--- src/closest_point_on_segment_3d_unit_defines.svh ---
// ----------------------------------------------------------------------------
// Assertion macros for the closest-point unit
// Shared property forms; every use samples on clk, and all but the raw form are gated by rst.
// ----------------------------------------------------------------------------
`ifndef CLOSEST_POINT_ON_SEGMENT_3D_UNIT_DEFINES_SVH
`define CLOSEST_POINT_ON_SEGMENT_3D_UNIT_DEFINES_SVH

// antecedent implies consequent in the same cycle
`define CPS_ASSERT_SAME(label, ante, cons) \
  label: assert property (@(posedge clk) disable iff (rst) (ante) |-> (cons)) \
    else $error("closest point unit: property failed");

// antecedent implies consequent in the next cycle
`define CPS_ASSERT_NEXT(label, ante, cons) \
  label: assert property (@(posedge clk) disable iff (rst) (ante) |=> (cons)) \
    else $error("closest point unit: property failed");

// checked also while reset is applied
`define CPS_ASSERT_RAW(label, ante, cons) \
  label: assert property (@(posedge clk) (ante) |-> (cons)) \
    else $error("closest point unit: property failed");

`endif

--- src/cps_pkg.sv ---
// ----------------------------------------------------------------------------
// cps_pkg
// Shared constants and types of the closest-point unit.
// ----------------------------------------------------------------------------
`default_nettype none

package cps_pkg;

  localparam int COORD_WIDTH_DEF = 32;

  typedef enum logic [1:0] {
    CASE_INTERIOR = 2'd0,
    CASE_START    = 2'd1,
    CASE_END      = 2'd2
  } case_t;

  // per-stage control travelling with each item
  typedef struct packed {
    logic  valid;
    case_t kind;
  } ctrl_t;

endpackage

`default_nettype wire

--- src/cps_cell.sv ---
// ----------------------------------------------------------------------------
// cps_cell
// One radix-2 step of the scaled division |d|*s/L, three lanes wide.
// ----------------------------------------------------------------------------
`default_nettype none

module cps_cell import cps_pkg::*; #(
  parameter int W   = COORD_WIDTH_DEF,
  parameter int BIT = 0
) (
  input  wire logic                   clk,
  input  wire logic                   rst,
  input  ctrl_t                       in_ctrl,
  output logic                        in_ready,
  input  wire logic [2:0][W-1:0]      in_start,
  input  wire logic [2:0][W-1:0]      in_end,
  input  wire logic [2:0]             in_neg,
  input  wire logic [2:0][W:0]        in_mag,
  input  wire logic [2*W+1:0]         in_s,
  input  wire logic [2*W+1:0]         in_len,
  input  wire logic [2:0][2*W+1:0]    in_r,
  input  wire logic [2:0][W:0]        in_q,
  output ctrl_t                       out_ctrl,
  input  wire logic                   out_ready,
  output logic [2:0][W-1:0]           out_start,
  output logic [2:0][W-1:0]           out_end,
  output logic [2:0]                  out_neg,
  output logic [2:0][W:0]             out_mag,
  output logic [2*W+1:0]              out_s,
  output logic [2*W+1:0]              out_len,
  output logic [2:0][2*W+1:0]         out_r,
  output logic [2:0][W:0]             out_q
);

  localparam int LW = 2 * W + 2;
  localparam int XW = LW + 3;

  logic [2:0][LW-1:0] r_next;
  logic [2:0][W:0]    q_next;

  assign in_ready = !out_ctrl.valid || out_ready;

  // remainder stays below L, so 2r + s < 3L: digit is 0, 1 or 2
  always_comb begin
    logic [XW-1:0] rr, t1, t2;
    for (int k = 0; k < 3; k++) begin
      rr = {{2{1'b0}}, in_r[k], 1'b0} + (in_mag[k][BIT] ? {3'b000, in_s} : '0);
      t1 = rr - {3'b000, in_len};
      t2 = rr - {2'b00, in_len, 1'b0};
      if (!t2[XW-1]) begin
        r_next[k] = t2[LW-1:0];
        q_next[k] = {in_q[k][W-1:0], 1'b0} + (W+1)'(2);
      end else if (!t1[XW-1]) begin
        r_next[k] = t1[LW-1:0];
        q_next[k] = {in_q[k][W-1:0], 1'b1};
      end else begin
        r_next[k] = rr[LW-1:0];
        q_next[k] = {in_q[k][W-1:0], 1'b0};
      end
    end
  end

  always_ff @(posedge clk) begin
    if (rst) begin
      out_ctrl.valid <= 1'b0;
    end else if (in_ready) begin
      out_ctrl.valid <= in_ctrl.valid;
    end
  end

  always_ff @(posedge clk) begin
    if (in_ready) begin
      out_ctrl.kind <= in_ctrl.kind;
      out_start     <= in_start;
      out_end       <= in_end;
      out_neg       <= in_neg;
      out_mag       <= in_mag;
      out_s         <= in_s;
      out_len       <= in_len;
      out_r         <= r_next;
      out_q         <= q_next;
    end
  end

endmodule

`default_nettype wire

--- config.mk ---
export PLATFORM = sky130hd
export DESIGN_NAME = cps_cell
export DESIGN_NICKNAME = d
export VERILOG_FILES = /design/src/closest_point_on_segment_3d_unit_defines.svh /design/src/cps_pkg.sv /design/src/cps_cell.sv
export SDC_FILE = /design/constraint.sdc
export NUM_CORES = 2
export LEC_CHECK = 0
export BUFFER_PORTS_ARGS = -buffer_cell sky130_fd_sc_hd__buf_2
export CAP_MARGIN = 40
export CORE_AREA = 2 2 565 567
export CTS_CLUSTER_SIZE = 24
export DETAILED_ROUTE_END_ITERATION = 16
export DIE_AREA = 0 0 567 569
export GPL_ROUTABILITY_DRIVEN = 1
export PLACE_DENSITY_LB_ADDON = 0.3
export SETUP_SLACK_MARGIN = 0.02
export SLEW_MARGIN = 5
export SYNTH_ARGS = -nofsm -noshare
export SYNTH_HDL_FRONTEND = slang
export SYNTH_SLANG_ARGS = --single-unit
--- constraint.sdc ---
create_clock -name clk -period 54 [get_ports clk]
set_input_delay 8.1 -clock clk [delete_from_list [all_inputs] [get_ports clk]]
set_output_delay 8.1 -clock clk [all_outputs]
set_load 0.02 [all_outputs]
Word-level counts from Yosys, hierarchy flattened
Index checks and enable logic that the tools add are counted.
{"block": "word_totals", "regBits": 726, "latch_bits": 0, "word_cells": 49, "memories": 0, "out_inout_bits": 727, "ram_bits": 0, "mem_bits_ro": 0, "in_bits": 729}
{"block": "op_classes", "mul": 0, "bitwise_logic": 0, "n_addsub": 12, "n_mux": 15, "n_lt_le_gt_ge": 0, "reduce_logical": 2, "div_mod_pow": 0, "n_shift": 0, "eq_ne": 0}
{"op": "$mux W66", "n": 9}
{"op": "$sub A68 B66 Y69", "n": 3}
{"op": "$sub A68 B67 Y69", "n": 3}
{"op": "$add A67 B66 Y68", "n": 3}
{"op": "$add A33 B2 Y33 const B", "n": 3}
{"op": "$mux W33", "n": 3}
{"op": "$mux W1", "n": 3}
{"op": "$logic_not A1 Y1", "n": 1}
{"op": "$logic_or A1 B1 Y1", "n": 1}

Depth between registers and ports, before layout
{"block": "depth", "ltp_word": 5, "mapped_depth": 31, "depth_no_buf": 26}

Least setup slack after synthesis
Ideal clock, no wire load.
{"block": "synth_path", "path_kind": "input to output", "start": "input out_ready", "end": "output in_ready", "n_path_buf": 0, "path_stages": 1, "arrival_time_ps": 25507, "path_slack_ps": 20393, "cell_sequence": "nand2b_1"}
{"block": "synth_via", "elab_chain_cells": 1}
{"item": "start, declared", "line_no": "cps_cell.sv:24", "source": "input wire logic out_ready,"}
{"item": "$logic_or A1 B1 Y1", "line_no": "cps_cell.sv:41", "source": "assign in_ready = !out_ctrl.valid || out_ready;"}
{"item": "end, declared", "line_no": "cps_cell.sv:14", "source": "output logic in_ready,"}
Every way passes these cells.

==> impl_results.md <==
* Post-synthesis cell count at 6864
* Worst-path clk slew at 0.06 ns
* Final wirelength at ~370000 µm
* Area of the multi-input gates at between 0.03 and 0.04 mm²
* Top cell type by total area after synthesis: edfxtp_1
* Non-filler cells, final at 12562
* Reg area at 0.0218 mm²
* Met1 GRT Util at 0.240
* Critical path required time at 54.53 ns
* Area grow syn2layout at 25.1%
* Post-Syn Area at 0.0620 mm²
* Die footprint at 0.323 mm²
* Initial antenna violation count at around 240
* Final min period at 17.03 ns
* Met2 usage in global routing at 0.394
* Power density cells at a little under 40 mW/mm²
* Number of global-route vias before repair at 59225
* Postcts setup bufs at 0
* Setup tns final at 0 ns
* Num rows at 207
* Seq/Total Area, Yosys at 0.351
* Post-synth top area share at 0.351
* Layout Skew at 0.0949 ns
* Post-Syn Nets at around 8200
* MaxCap Viol Count at 0
* Via density per instance at 4.83
* Cell leakage power at 33.6 nW
* Final Hold Fails at 0
* First-pass GRT wire length at 489000 µm
* Most Crowded Layer GR: met2
* CTS Root Cell: clkbuf_16
* Async SR Flop Fraction at 0
* CP Max Fanout at 84
* RSZ-0062 raised after global routing: false
* Top cells by count, synth: 749 x a21oi_1, 725 x edfxtp_1, 643 x nand2_1
* GRT Total Usage at 0.219
* Die width at 567 µm
* Clock buffer depth at 4
* DRC at 0
* Met3 Use GR at 0.0388
* Total congestion overflow at 0
* PostCTS Resize Cnt at 0
* TritonCTS clock tree: yes
* Fillcell total at 34812
* Router iterations before antenna repair at 6
* TritonCTS Sinks at 726
* Post-route cell area at 0.0776 mm²
* Crit start category: primary input
* Critical Path AT at 17.56 ns
* # IOs at 1456
* Clk Latency, worst-skew pair at ~0.85 ns
* Yosys reg bits at 726
* Final hold slack at 1.10 ns
* Detailed Route Iter0 Violations at roughly 4800
* Slew Limit Fails at 0
* Status: completed
* Slew Limit Headroom at 0.391
* EDFF count, synth at 725
* Setup violators final at 0
* Post-Syn Area per Cell at roughly 9.0 µm²
* Unique masters post-synth at 90
* Starting density of the core at 0.196
* Main synth FF type: edfxtp_1
* Fmax at 58.7 MHz
* Final period utilization at 0.315
* Crit end category: flop
* DR WL/cell at 29.5 µm
* Largest net degree at the start of global routing at 130
* Core ar. at 0.317 mm²
* Total CTS buffers at 101
* Post-route ant nets at 0
* Share of cells above drive strength 1 at 0.212
* Main area contributors after synthesis: edfxtp_1 35%, ha_1 12%, a21oi_1 6.0%
* Top-count cell post-synth: a21oi_1
* Layout Nets at 9549
* Worst setup path class: in -> reg
* Final GP Congestion at 0.940
* DP Cell Count at 12294
* IO buf count at 1452
* Worst VDD drop at 0.0241 mV
* Tightest Pin Transition at about 0.90 ns
* Tightest Hold Check Type: reg -> reg
* Post-DP HPWL at 322000 µm
* Placed inst area at 0.0741 mm²
* H-Tree Depth at 3
* Via count at 60622
* Yosys warning count at 0
* Hold buffers post-CTS at 0
* Die Ht at 569 µm
==> per-layer routing <==
metal	up-vias	wire length, µm
li1	28457	-
met1	29299	139000
met2	2216	186000
met3	586	20700
met4	64	24100
met5	-	456
==> worst max-delay path, cell delays in order <==
cell and delay, ns:
buf_2 0.08, buf_4 0.52, and2_1 0.23, ha_1 0.38, nand4_1 0.35, or4_1 0.60, o21bai_1 0.22, nand4_1 0.19
nand2_1 0.17, o21ai_0 0.62, a311oi_1 0.22, nor2_1 0.16, mux2_2 0.34, a21oi_1 0.33, ha_1 0.41, a21o_1 0.21
a21o_1 0.17, a21o_1 0.18, a211oi_1 0.28, o21bai_1 0.10, a2111oi_0 0.77, o41a_1 0.46, o21ba_2 0.28, o211a_4 0.61
buf_4 0.79, nand2_1 0.19, o221ai_1 0.45
==> cells in the final DEF, fill, tap and decap left out, drive strengths merged, types with 108 or more instances in the layout <==
cell	instances
nand4	142
ha	594
inv	217
xnor2	391
nand3	186
o21bai	108
edfxtp	725
buf	1538
nor2	436
and2	235
o21ai	468
a21oi	750
nand2	643
clkbuf	122
xor2	243
a21o	324
==> flip-flops by register name, summed over array words and instances, names as in the netlist <==
register   flops
out_len       66
out_s         66
out_mag       99
out_end       96
out_start     96
out_neg        3
out_r        198
out_ctrl       3
out_q         99
==> through the flow <==
step | util | setup WS, ns | total power (W)
finish | 0.245 | 36.97 | 0.00302
global placement | 0.233 | 36.07 | 0.00234
CTS | 0.244 | 37.09 | 0.00306
floorplan | - | 20.39 | 0.00179
global route | 0.245 | 36.54 | 0.00319
detailed placement | 0.234 | 36.26 | 0.00233
==> where the power goes <==
group	internal [W]	switching, W	leakage (nW)	total [W]
registers	0.000762	0.0000516	7.53	0.000813
clock network	0.000412	0.000286	1.62	0.000698
logic	0.000509	0.00100	24.5	0.00151
total	0.00168	0.00134	33.6	0.00302
==> path summary, 6_finish.rpt <==
path                            cells after the start  slack [ns]         from           to
worst max-delay path                               27       36.97    in_mag[0]    out_r[23]
worst min-delay path                                2        1.10  out_ctrl[2]  out_end[22]
worst min register to register                      2        1.10  out_ctrl[2]  out_end[22]
worst max register to register                      8       49.17  out_ctrl[2]     out_r[9]
==> cells by family (layout without fill, tap and decap cells) <==
| kind of cell | after synthesis | count (layout) | share of synthesized area |
|---|---|---|---|
| buffers and inverters | 500 | 1930 | 0.0321 |
| adder cells (fa/ha/maj) | 603 | 603 | 0.123 |
| flip-flops | 726 | 726 | 0.351 |
| other | 0 | 88 | 0 |
| AND/OR/NAND/NOR | 2052 | 2052 | 0.160 |
| AO/OA/AOI/OAI | 2263 | 2263 | 0.230 |
| XOR/XNOR | 634 | 634 | 0.0895 |
| multiplexers | 86 | 86 | 0.0142 |
==> cell type report <==
class	count	area share
antenna	88	0.00284
clock buffer	122	0.0337
clock inverter	58	0.00908
inverter	211	0.0102
multi-input combinational	5638	0.493
sequential	726	0.281
tap	4180	0.0674
timing repair buffer	1539	0.103
Power figures use the tool's default switching activity.
